$ cat src/daf_pkg.sv
`timescale 1ns / 1ps

package daf_pkg;

   localparam int IP_FIELD_BYTES_DEFAULT = 16;

   localparam logic [1:0] CMD_TIME   = 2'd0;
   localparam logic [1:0] CMD_ENERGY = 2'd1;
   localparam logic [1:0] CMD_IPV4   = 2'd2;
   localparam logic [1:0] CMD_NONE   = 2'd3;

   localparam logic [7:0] CHAR_ZERO = 8'h30;
   localparam logic [7:0] CHAR_DOT  = 8'h2E;
   localparam logic [7:0] CHAR_NUL  = 8'h00;

   // twelve bcd digits: time uses 4:0 and energy 5:0 (0 = units),
   // ipv4 octet n uses digits 3n+2 down to 3n
   localparam int NUM_DIGITS = 12;

   localparam int QUEUE_DEPTH = 2;

   typedef struct packed {
      logic [1:0]                       command;
      logic [NUM_DIGITS-1:0][3:0]       digits;
   } daf_entry_type;

endpackage

$ cat src/daf_front.sv
`timescale 1ns / 1ps

module daf_front (
   input  logic                   clock,
   input  logic                   reset,
   input  logic                   req_valid,
   output logic                   req_stall,
   input  logic [1:0]             req_command,
   input  logic [31:0]            req_value,
   output logic                   push_valid,
   output daf_pkg::daf_entry_type push_entry,
   input  logic                   queue_full
);
   import daf_pkg::*;

   localparam logic [1:0] ST_IDLE = 2'd0;
   localparam logic [1:0] ST_CONV = 2'd1;
   localparam logic [1:0] ST_PUSH = 2'd2;

   localparam logic [31:0] ENERGY_MAX = 32'd999999;

   logic [1:0]                 state_ff, state_in;
   logic [1:0]                 cmd_ff, cmd_in;
   logic [19:0]                rem_ff, rem_in;
   logic [2:0]                 k_ff, k_in;
   logic [NUM_DIGITS-1:0][3:0] digits_ff, digits_in;

   logic        accept;
   logic        push_fire;
   logic [3:0]  step_digit;
   logic [19:0] step_sub;

   // d times ten to the k; d is a constant at every call site
   function automatic logic [19:0] dec_weight(input logic [2:0] k, input logic [3:0] d);
      logic [19:0] w;
      case (k)
         3'd0:    w = 20'd1;
         3'd1:    w = 20'd10;
         3'd2:    w = 20'd100;
         3'd3:    w = 20'd1000;
         3'd4:    w = 20'd10000;
         3'd5:    w = 20'd100000;
         default: w = 20'd0;
      endcase
      return 20'(w * 20'(d));
   endfunction

   // one octet to hundreds, tens and units
   function automatic logic [11:0] octet_bcd(input logic [7:0] b);
      logic [3:0] h;
      logic [3:0] t;
      logic [7:0] r;
      logic [7:0] u;
      h = (b >= 8'd200) ? 4'd2 : ((b >= 8'd100) ? 4'd1 : 4'd0);
      r = (b >= 8'd200) ? 8'(b - 8'd200) : ((b >= 8'd100) ? 8'(b - 8'd100) : b);
      t = 4'd0;
      for (int d = 1; d < 10; d++) begin
         if (r >= 8'(d * 10)) begin
            t = 4'(d);
         end
      end
      u = 8'(r - 8'({4'd0, t} * 8'd10));
      return {h, t, u[3:0]};
   endfunction

   assign push_fire = (state_ff == ST_PUSH) && !queue_full;
   assign req_stall = (state_ff != ST_IDLE) && !push_fire;
   assign accept    = req_valid && !req_stall;

   assign push_valid         = (state_ff == ST_PUSH);
   assign push_entry.command = cmd_ff;
   assign push_entry.digits  = digits_ff;

   // one decimal digit per cycle: compare against all nine multiples at once
   always_comb begin
      step_digit = 4'd0;
      step_sub   = 20'd0;
      for (int d = 1; d < 10; d++) begin
         if (rem_ff >= dec_weight(k_ff, 4'(d))) begin
            step_digit = 4'(d);
            step_sub   = dec_weight(k_ff, 4'(d));
         end
      end
   end

   always_comb begin
      state_in  = state_ff;
      cmd_in    = cmd_ff;
      rem_in    = rem_ff;
      k_in      = k_ff;
      digits_in = digits_ff;

      if (state_ff == ST_CONV) begin
         digits_in[{1'b0, k_ff}] = step_digit;
         rem_in = 20'(rem_ff - step_sub);
         if (k_ff == 3'd0) begin
            state_in = ST_PUSH;
         end else begin
            k_in = 3'(k_ff - 3'd1);
         end
      end

      if (push_fire) begin
         state_in = ST_IDLE;
      end

      if (accept) begin
         cmd_in = req_command;
         unique case (req_command)
            CMD_TIME: begin
               rem_in   = {4'd0, req_value[15:0]};
               k_in     = 3'd4;
               state_in = ST_CONV;
            end
            CMD_ENERGY: begin
               rem_in   = (req_value > ENERGY_MAX) ? ENERGY_MAX[19:0] : req_value[19:0];
               k_in     = 3'd5;
               state_in = ST_CONV;
            end
            CMD_IPV4: begin
               digits_in = {octet_bcd(req_value[31:24]), octet_bcd(req_value[23:16]),
                            octet_bcd(req_value[15:8]), octet_bcd(req_value[7:0])};
               state_in  = ST_PUSH;
            end
            default: begin
               // unused command is dropped without output
               state_in = ST_IDLE;
            end
         endcase
      end
   end

   always_ff @(posedge clock) begin
      if (reset) begin
         state_ff <= ST_IDLE;
      end else begin
         state_ff <= state_in;
      end
      cmd_ff    <= cmd_in;
      rem_ff    <= rem_in;
      k_ff      <= k_in;
      digits_ff <= digits_in;
   end

endmodule

$ cat src/daf_queue.sv
`timescale 1ns / 1ps

module daf_queue (
   input  logic                   clock,
   input  logic                   reset,
   input  logic                   push_valid,
   input  daf_pkg::daf_entry_type push_entry,
   output logic                   queue_full,
   input  logic                   pop,
   output logic                   queue_empty,
   output daf_pkg::daf_entry_type pop_entry
);
   import daf_pkg::*;

   localparam int PW = (QUEUE_DEPTH > 1) ? $clog2(QUEUE_DEPTH) : 1;
   localparam int CW = $clog2(QUEUE_DEPTH + 1);

   daf_entry_type    slots_ff [QUEUE_DEPTH];
   logic [PW-1:0]    wr_ptr_ff, wr_ptr_in;
   logic [PW-1:0]    rd_ptr_ff, rd_ptr_in;
   logic [CW-1:0]    count_ff, count_in;
   logic             do_push;
   logic             do_pop;

   assign queue_full  = (count_ff == CW'(QUEUE_DEPTH));
   assign queue_empty = (count_ff == '0);
   assign do_push     = push_valid && !queue_full;
   assign do_pop      = pop && !queue_empty;
   assign pop_entry   = slots_ff[rd_ptr_ff];

   always_comb begin
      wr_ptr_in = wr_ptr_ff;
      rd_ptr_in = rd_ptr_ff;
      count_in  = count_ff;
      if (do_push) begin
         wr_ptr_in = (wr_ptr_ff == PW'(QUEUE_DEPTH - 1)) ? '0 : PW'(wr_ptr_ff + 1'b1);
      end
      if (do_pop) begin
         rd_ptr_in = (rd_ptr_ff == PW'(QUEUE_DEPTH - 1)) ? '0 : PW'(rd_ptr_ff + 1'b1);
      end
      if (do_push && !do_pop) begin
         count_in = CW'(count_ff + 1'b1);
      end else if (do_pop && !do_push) begin
         count_in = CW'(count_ff - 1'b1);
      end
   end

   always_ff @(posedge clock) begin
      if (reset) begin
         wr_ptr_ff <= '0;
         rd_ptr_ff <= '0;
         count_ff  <= '0;
      end else begin
         wr_ptr_ff <= wr_ptr_in;
         rd_ptr_ff <= rd_ptr_in;
         count_ff  <= count_in;
      end
   end

   always_ff @(posedge clock) begin
      if (do_push) begin
         slots_ff[wr_ptr_ff] <= push_entry;
      end
   end

endmodule

$ cat src/daf_back.sv
`timescale 1ns / 1ps

module daf_back #(
   parameter int IP_FIELD_BYTES = daf_pkg::IP_FIELD_BYTES_DEFAULT
) (
   input  logic                   clock,
   input  logic                   reset,
   input  logic                   queue_empty,
   input  daf_pkg::daf_entry_type pop_entry,
   output logic                   pop,
   output logic                   rsp_valid,
   input  logic                   rsp_stall,
   output logic [7:0]             rsp_char_byte,
   output logic                   rsp_last
);
   import daf_pkg::*;

   localparam int CW = $clog2(IP_FIELD_BYTES);

   localparam logic [1:0] PH_DIGIT = 2'd0;
   localparam logic [1:0] PH_DOT   = 2'd1;
   localparam logic [1:0] PH_NUL   = 2'd2;

   logic                       busy_ff, busy_in;
   logic [1:0]                 cmd_ff, cmd_in;
   logic [NUM_DIGITS-1:0][3:0] digits_ff, digits_in;
   logic [2:0]                 pos_ff, pos_in;
   logic [1:0]                 oct_ff, oct_in;
   logic [1:0]                 phase_ff, phase_in;
   logic [CW-1:0]              count_ff, count_in;
   logic                       rsp_valid_ff, rsp_valid_in;
   logic [7:0]                 rsp_char_byte_ff, rsp_char_byte_in;
   logic                       rsp_last_ff, rsp_last_in;

   logic        out_free;
   logic        emit;
   logic [3:0]  cur_idx;
   logic [1:0]  next_oct;
   logic [3:0]  next_base;
   logic [7:0]  cur_byte;
   logic        cur_last;
   logic [2:0]  load_pos;

   // position of the leading digit of an octet
   function automatic logic [2:0] oct_top(input logic [3:0] h, input logic [3:0] t);
      return (h != 4'd0) ? 3'd2 : ((t != 4'd0) ? 3'd1 : 3'd0);
   endfunction

   assign out_free = !rsp_valid_ff || !rsp_stall;
   assign emit     = busy_ff && out_free;
   assign pop      = !busy_ff && !queue_empty;

   assign cur_idx   = (cmd_ff == CMD_IPV4)
                      ? 4'({1'b0, oct_ff, 1'b0} + {2'b0, oct_ff} + {1'b0, pos_ff})
                      : {1'b0, pos_ff};
   assign next_oct  = 2'(oct_ff - 2'd1);
   assign next_base = 4'({1'b0, next_oct, 1'b0} + {2'b0, next_oct});

   // leading zero suppression picks the starting digit at load
   always_comb begin
      load_pos = 3'd0;
      case (pop_entry.command)
         CMD_TIME: begin
            load_pos = (pop_entry.digits[4] != 4'd0) ? 3'd4 :
                       ((pop_entry.digits[3] != 4'd0) ? 3'd3 : 3'd2);
         end
         CMD_ENERGY: begin
            for (int i = 1; i < 6; i++) begin
               if (pop_entry.digits[i] != 4'd0) begin
                  load_pos = 3'(i);
               end
            end
         end
         CMD_IPV4: begin
            load_pos = oct_top(pop_entry.digits[11], pop_entry.digits[10]);
         end
         default: begin
            load_pos = 3'd0;
         end
      endcase
   end

   always_comb begin
      busy_in   = busy_ff;
      cmd_in    = cmd_ff;
      digits_in = digits_ff;
      pos_in    = pos_ff;
      oct_in    = oct_ff;
      phase_in  = phase_ff;
      count_in  = count_ff;
      cur_byte  = CHAR_NUL;
      cur_last  = 1'b0;

      unique case (phase_ff)
         PH_DIGIT: begin
            cur_byte = 8'(CHAR_ZERO + {4'd0, digits_ff[cur_idx]});
            case (cmd_ff)
               CMD_TIME: begin
                  if (pos_ff == 3'd2) begin
                     phase_in = PH_DOT;
                  end else if (pos_ff == 3'd0) begin
                     phase_in = PH_NUL;
                  end else begin
                     pos_in = 3'(pos_ff - 3'd1);
                  end
               end
               CMD_IPV4: begin
                  if (pos_ff == 3'd0) begin
                     phase_in = (oct_ff == 2'd0) ? PH_NUL : PH_DOT;
                  end else begin
                     pos_in = 3'(pos_ff - 3'd1);
                  end
               end
               default: begin
                  if (pos_ff == 3'd0) begin
                     phase_in = PH_NUL;
                  end else begin
                     pos_in = 3'(pos_ff - 3'd1);
                  end
               end
            endcase
         end
         PH_DOT: begin
            cur_byte = CHAR_DOT;
            phase_in = PH_DIGIT;
            if (cmd_ff == CMD_IPV4) begin
               oct_in = next_oct;
               pos_in = oct_top(digits_ff[4'(next_base + 4'd2)],
                                digits_ff[4'(next_base + 4'd1)]);
            end else begin
               pos_in = 3'd1;
            end
         end
         PH_NUL: begin
            cur_byte = CHAR_NUL;
            // ipv4 pads with nul up to the fixed field width
            cur_last = (cmd_ff == CMD_IPV4) ? (count_ff == CW'(IP_FIELD_BYTES - 1)) : 1'b1;
         end
         default: begin
            cur_byte = CHAR_NUL;
            cur_last = 1'b1;
         end
      endcase

      if (emit) begin
         count_in = CW'(count_ff + 1'b1);
         if (cur_last) begin
            busy_in = 1'b0;
         end
      end else begin
         cmd_in    = cmd_ff;
         pos_in    = pos_ff;
         oct_in    = oct_ff;
         phase_in  = phase_ff;
      end

      if (pop) begin
         busy_in   = 1'b1;
         cmd_in    = pop_entry.command;
         digits_in = pop_entry.digits;
         pos_in    = load_pos;
         oct_in    = 2'd3;
         phase_in  = PH_DIGIT;
         count_in  = '0;
      end
   end

   always_comb begin
      rsp_valid_in     = rsp_valid_ff;
      rsp_char_byte_in = rsp_char_byte_ff;
      rsp_last_in      = rsp_last_ff;
      if (emit) begin
         rsp_valid_in     = 1'b1;
         rsp_char_byte_in = cur_byte;
         rsp_last_in      = cur_last;
      end else if (!rsp_stall) begin
         rsp_valid_in = 1'b0;
      end
   end

   assign rsp_valid     = rsp_valid_ff;
   assign rsp_char_byte = rsp_char_byte_ff;
   assign rsp_last      = rsp_last_ff;

   always_ff @(posedge clock) begin
      if (reset) begin
         busy_ff      <= 1'b0;
         phase_ff     <= PH_DIGIT;
         rsp_valid_ff <= 1'b0;
      end else begin
         busy_ff      <= busy_in;
         phase_ff     <= phase_in;
         rsp_valid_ff <= rsp_valid_in;
      end
      cmd_ff           <= cmd_in;
      digits_ff        <= digits_in;
      pos_ff           <= pos_in;
      oct_ff           <= oct_in;
      count_ff         <= count_in;
      rsp_char_byte_ff <= rsp_char_byte_in;
      rsp_last_ff      <= rsp_last_in;
   end

endmodule

$ cat src/decimal_ascii_formatter.sv
`timescale 1ns / 1ps

// decimal ascii formatter
// request channel (req_valid / req_stall): one transaction per format job,
// req_command selects time (hundredths), energy (integer) or ipv4 dotted,
// req_value carries the binary value. command 3 is dropped with no output.
// response channel (rsp_valid / rsp_stall): one ascii byte per transaction,
// rsp_last marks the final byte of a job's string.
// the front converts the value to bcd, one decimal digit per cycle for time
// and energy and all at once for ipv4, and hands it to a two-entry queue;
// the back serializes the string one byte per cycle while rsp_stall is low.
// with the back idle, a job passes the front, the queue and the back's load
// before the output register raises rsp_valid.
// the back loads a job and then emits its string, IP_FIELD_BYTES bytes for
// ipv4 and up to seven bytes with the nul for time and energy; the front keeps
// converting while the back emits, so jobs overlap.
// reset clears the control state and drops any job in flight.
// req_stall is high while the front converts. when rsp_stall is high the held
// byte stays put; the queue then fills and req_stall also stays high once the
// front has a converted job it cannot hand over.
module decimal_ascii_formatter #(
   parameter int IP_FIELD_BYTES = daf_pkg::IP_FIELD_BYTES_DEFAULT
) (
   input  logic        clock,
   input  logic        reset,
   input  logic        req_valid,
   output logic        req_stall,
   input  logic [1:0]  req_command,
   input  logic [31:0] req_value,
   output logic        rsp_valid,
   input  logic        rsp_stall,
   output logic [7:0]  rsp_char_byte,
   output logic        rsp_last
);
   import daf_pkg::*;

   logic          push_valid;
   daf_entry_type push_entry;
   logic          queue_full;
   logic          queue_empty;
   logic          pop;
   daf_entry_type pop_entry;

   daf_front u_front (
      .clock       (clock),
      .reset       (reset),
      .req_valid   (req_valid),
      .req_stall   (req_stall),
      .req_command (req_command),
      .req_value   (req_value),
      .push_valid  (push_valid),
      .push_entry  (push_entry),
      .queue_full  (queue_full)
   );

   daf_queue u_queue (
      .clock       (clock),
      .reset       (reset),
      .push_valid  (push_valid),
      .push_entry  (push_entry),
      .queue_full  (queue_full),
      .pop         (pop),
      .queue_empty (queue_empty),
      .pop_entry   (pop_entry)
   );

   daf_back #(
      .IP_FIELD_BYTES (IP_FIELD_BYTES)
   ) u_back (
      .clock         (clock),
      .reset         (reset),
      .queue_empty   (queue_empty),
      .pop_entry     (pop_entry),
      .pop           (pop),
      .rsp_valid     (rsp_valid),
      .rsp_stall     (rsp_stall),
      .rsp_char_byte (rsp_char_byte),
      .rsp_last      (rsp_last)
   );

endmodule
$ cat config.mk
export PLATFORM = sky130hd
export DESIGN_NAME = decimal_ascii_formatter
export DESIGN_NICKNAME = d
export VERILOG_FILES = /design/src/daf_pkg.sv /design/src/daf_front.sv /design/src/daf_queue.sv /design/src/daf_back.sv /design/src/decimal_ascii_formatter.sv
export SDC_FILE = /design/constraint.sdc
export NUM_CORES = 1
export LEC_CHECK = 0
export BUFFER_PORTS_ARGS = -buffer_cell sky130_fd_sc_hd__buf_2
export CORE_UTILIZATION = 35
export DETAILED_ROUTE_END_ITERATION = 16
export GPL_TIMING_DRIVEN = 0
export PLACE_DENSITY = 0.52
export SYNTH_ARGS = -nofsm -noshare
export SYNTH_HDL_FRONTEND = slang
export SYNTH_SLANG_ARGS = --single-unit
$ cat constraint.sdc
create_clock -name clock -period 13.4 [get_ports clock]
set_input_delay 1.34 -clock clock [delete_from_list [all_inputs] [get_ports clock]]
set_output_delay 1.34 -clock clock [all_outputs]
set_load 0.02 [all_outputs]
==> impl_metrics.tcl <==
set metrics [dict create \
    slew_viol_final 0 \
    synth_flop_cell "edfxtp_1" \
    num_antenna_cells 0 \
    synthTopCellsByArea "edfxtp_1 26%, ha_1 16%, dfxtp_1 7.7%, a21oi_1 4.3%, o21ai_0 3.6%" \
    worst_ep_arrival_time_ns 13.19 \
    tritoncts "done" \
    outcome "completed" \
    clock_path_buffers 3 \
    ios 49 \
    final.setup.tns_ns 0 \
    ant_nets 0 \
    h-tree-depth 1 \
    port_buffers 41 \
    synth-seq-cells 234 \
    syn_area_per_cell_um2 9.44 \
    worst_setup_path_start_kind "flip-flop" \
    period_needed_ns 12.75 \
    ys_seq_area_share_pct 33.6 \
    hold_ws_ns 0.445 \
    layout-drive-gt1-share_pct 9.66 \
    grt_pass1_wl_mm 94.1 \
    drcViolationCount 0 \
    viasPerCell 5.79 \
    finalSetupViolations 0 \
    instances_no_fill 2769 \
    dr.pass1.iters 8 \
    gr-total-overflow 0 \
    num_vias 16034 \
    clock_skew_ns 0.0105 \
    grt_start_max_net_pins 40 \
    cpMaxStageDelayCell "clkbuf_1" \
    slew-limit-headroom_pct 8.61 \
    cts_hold_buf 0 \
    path_class "reg2reg" \
    wirelength_mm 61.6 \
    rows 84 \
    area_growth_pct 10.9 \
    cts_made_buffers 24 \
    die_area_mm2 0.0546 \
    synthTopCellsByCount "236 x ha_1, 162 x a21oi_1, 162 x edfxtp_1" \
    fin_area_mm2 0.0208 \
    grt_usage_pct 22.5 \
    hold_violations 0 \
    root_buffer "clkbuf_16" \
    tightestPinTransition_ns 1.34 \
    postSynth.asyncResetShare_pct 0 \
    cpPeakStageDelay_ns 0.66 \
    clk_latency_ns 0.51 \
    crit_required_ns 13.83 \
    synth_most_common_cell "ha_1" \
    drv_cap 0 \
    gp_congestion 0.955 \
    yosysTopAreaCell "edfxtp_1" \
    core_mm2 0.0528 \
    post_drt_wl_per_cell_um 22.2 \
    layout.nets 2356 \
    yosysWarningCount 0 \
    grt_pass1_vias 15929 \
    synth_cell_type_count 90 \
    fp.dieW_um 234 \
    cp-end-kind "flip-flop" \
    synth_edf_count 162 \
    start_util_pct 35.6 \
    min_period_over_period_pct 95.2 \
    path_clk_slew_ns 0.07 \
    hold_class "reg2reg" \
    antenna_found_initial 1 \
    die_h_um 234 \
    clkSinkCount 234 \
    postPlaceCellArea_mm2 0.0199 \
    rsz0062_at_grt "no" \
    yosys.area.top_type_share_pct 25.9 \
    synth_area_mm2 0.0188 \
    cp_max_fo 17 \
    dp.final_hpwl_mm 48.9 \
    drt_iter0_drc 1191 \
    placed_cells 2724 \
    max_freq_ghz 0.0784 \
    syn_inst 1991 \
]
## through the flow
step | util (%) | setup slack, ns
after CTS | 39.4 | 0.163
after detailed placement | 37.8 | -2.41
after global routing | 39.5 | 0.107
final | 39.5 | 0.647
after floorplan | - | 3.17
after global placement | 37.6 | -2.47
## critical path, delay by kind of cell, from the launching register on
kind,cells,cell delay (ns)
simple gates,10,3.30
xor+xnor,1,0.29
flops,1,0.52
buf+inv,9,3.13
compound gates,17,3.36
fa+ha+maj,6,2.05
## routing by layer
metal / vias to the layer above / track usage, % / share of wire, %
met5: - / 0 / 0.024
met4: 2 / 9.29 / 4.3
met3: 124 / 1.92 / 3.9
met2: 443 / 41.1 / 50
met1: 7774 / 26.8 / 42
li1: 7691 / - / -
## logic make-up (layout without fill, tap and decap cells)
family | after synthesis | in the layout | synth area share [%]
AOI/OAI and AO/OA | 622 | 622 | 21.6
xor gates and xnor gates | 86 | 86 | 4.01
buffers and inverters | 180 | 269 | 3.74
muxes | 79 | 79 | 5.28
DFF | 234 | 234 | 33.6
other | 1 | 2 | 0.0200
adders and majority gates | 258 | 258 | 17.9
and+or+nand+nor | 531 | 531 | 13.8
## area by class of cell
cell class | count | area (um2)
inverters | 110 | 418
clock inverters | 7 | 123
plain buffers | 70 | 292
flip-flops and latches | 234 | 6310
clock buffers | 37 | 732
repair buffers | 45 | 273
well taps | 688 | 861
fillers | 5237 | 31900
multi-input cells | 1578 | 11800
## flip-flops by register name, indices dropped and copies added (netlist names), named ones only
name                  flops
u_back.busy_ff            1
u_back.cmd_ff             2
u_back.count_ff           4
u_back.digits_ff         44
u_back.oct_ff             2
u_back.phase_ff           2
u_back.pos_ff             3
u_back.rsp_char_byte      6
u_back.rsp_last           1
u_back.rsp_valid          1
u_front.cmd_ff            2
u_front.k_ff              3
u_front.push_entry       44
u_front.rem_ff           20
u_front.state_ff          2
u_queue.count_ff          2
u_queue.rd_ptr_ff         1
u_queue.slots_ff         92
u_queue.wr_ptr_ff         1
## cells in the final DEF (no fill, tap or decap), types with 14 or more instances in the layout
cell,instances
ha_1,236
a21oi_1,162
edfxtp_1,162
nor2_1,149
o21ai_0,137
nand2_1,115
inv_1,105
dfxtp_1,72
clkbuf_1,62
xnor2_1,59
mux2_2,51
nand3_1,47
buf_2,45
a21o_1,39
nor3_1,38
a211oi_1,38
a31oi_1,37
nor2b_1,30
xor2_1,27
clkbuf_16,26
nand4_1,23
nand2b_1,22
o211ai_1,21
fa_1,19
and3_1,18
mux2i_1,17
nor4_1,16
o21a_1,15
a22oi_1,14
o31ai_1,14
## final timing paths
check	endpoint	cells past startpoint	slack (ns)	from
worst max-delay path	u_front.rem_ff[19]	43	0.65	u_front.k_ff[1]
worst min-delay path	u_queue.slots_ff[0][36]	0	0.45	u_front.push_entry[36]
worst max register to register	u_front.rem_ff[19]	43	0.65	u_front.k_ff[1]
worst min register to register	u_queue.slots_ff[0][36]	0	0.45	u_front.push_entry[36]
## what timing repair did
action                                  4_1_cts  5_1_grt
endpoints found under the setup margin       18        4
setup buffers                                 0        1
pin swaps                                     0        1
resized for setup                             9        7
gates cloned                                  0        0
Power is left out: the tool's default activity adds up to more than one toggle a clock period on the data nets, which glitch-free logic cannot reach.
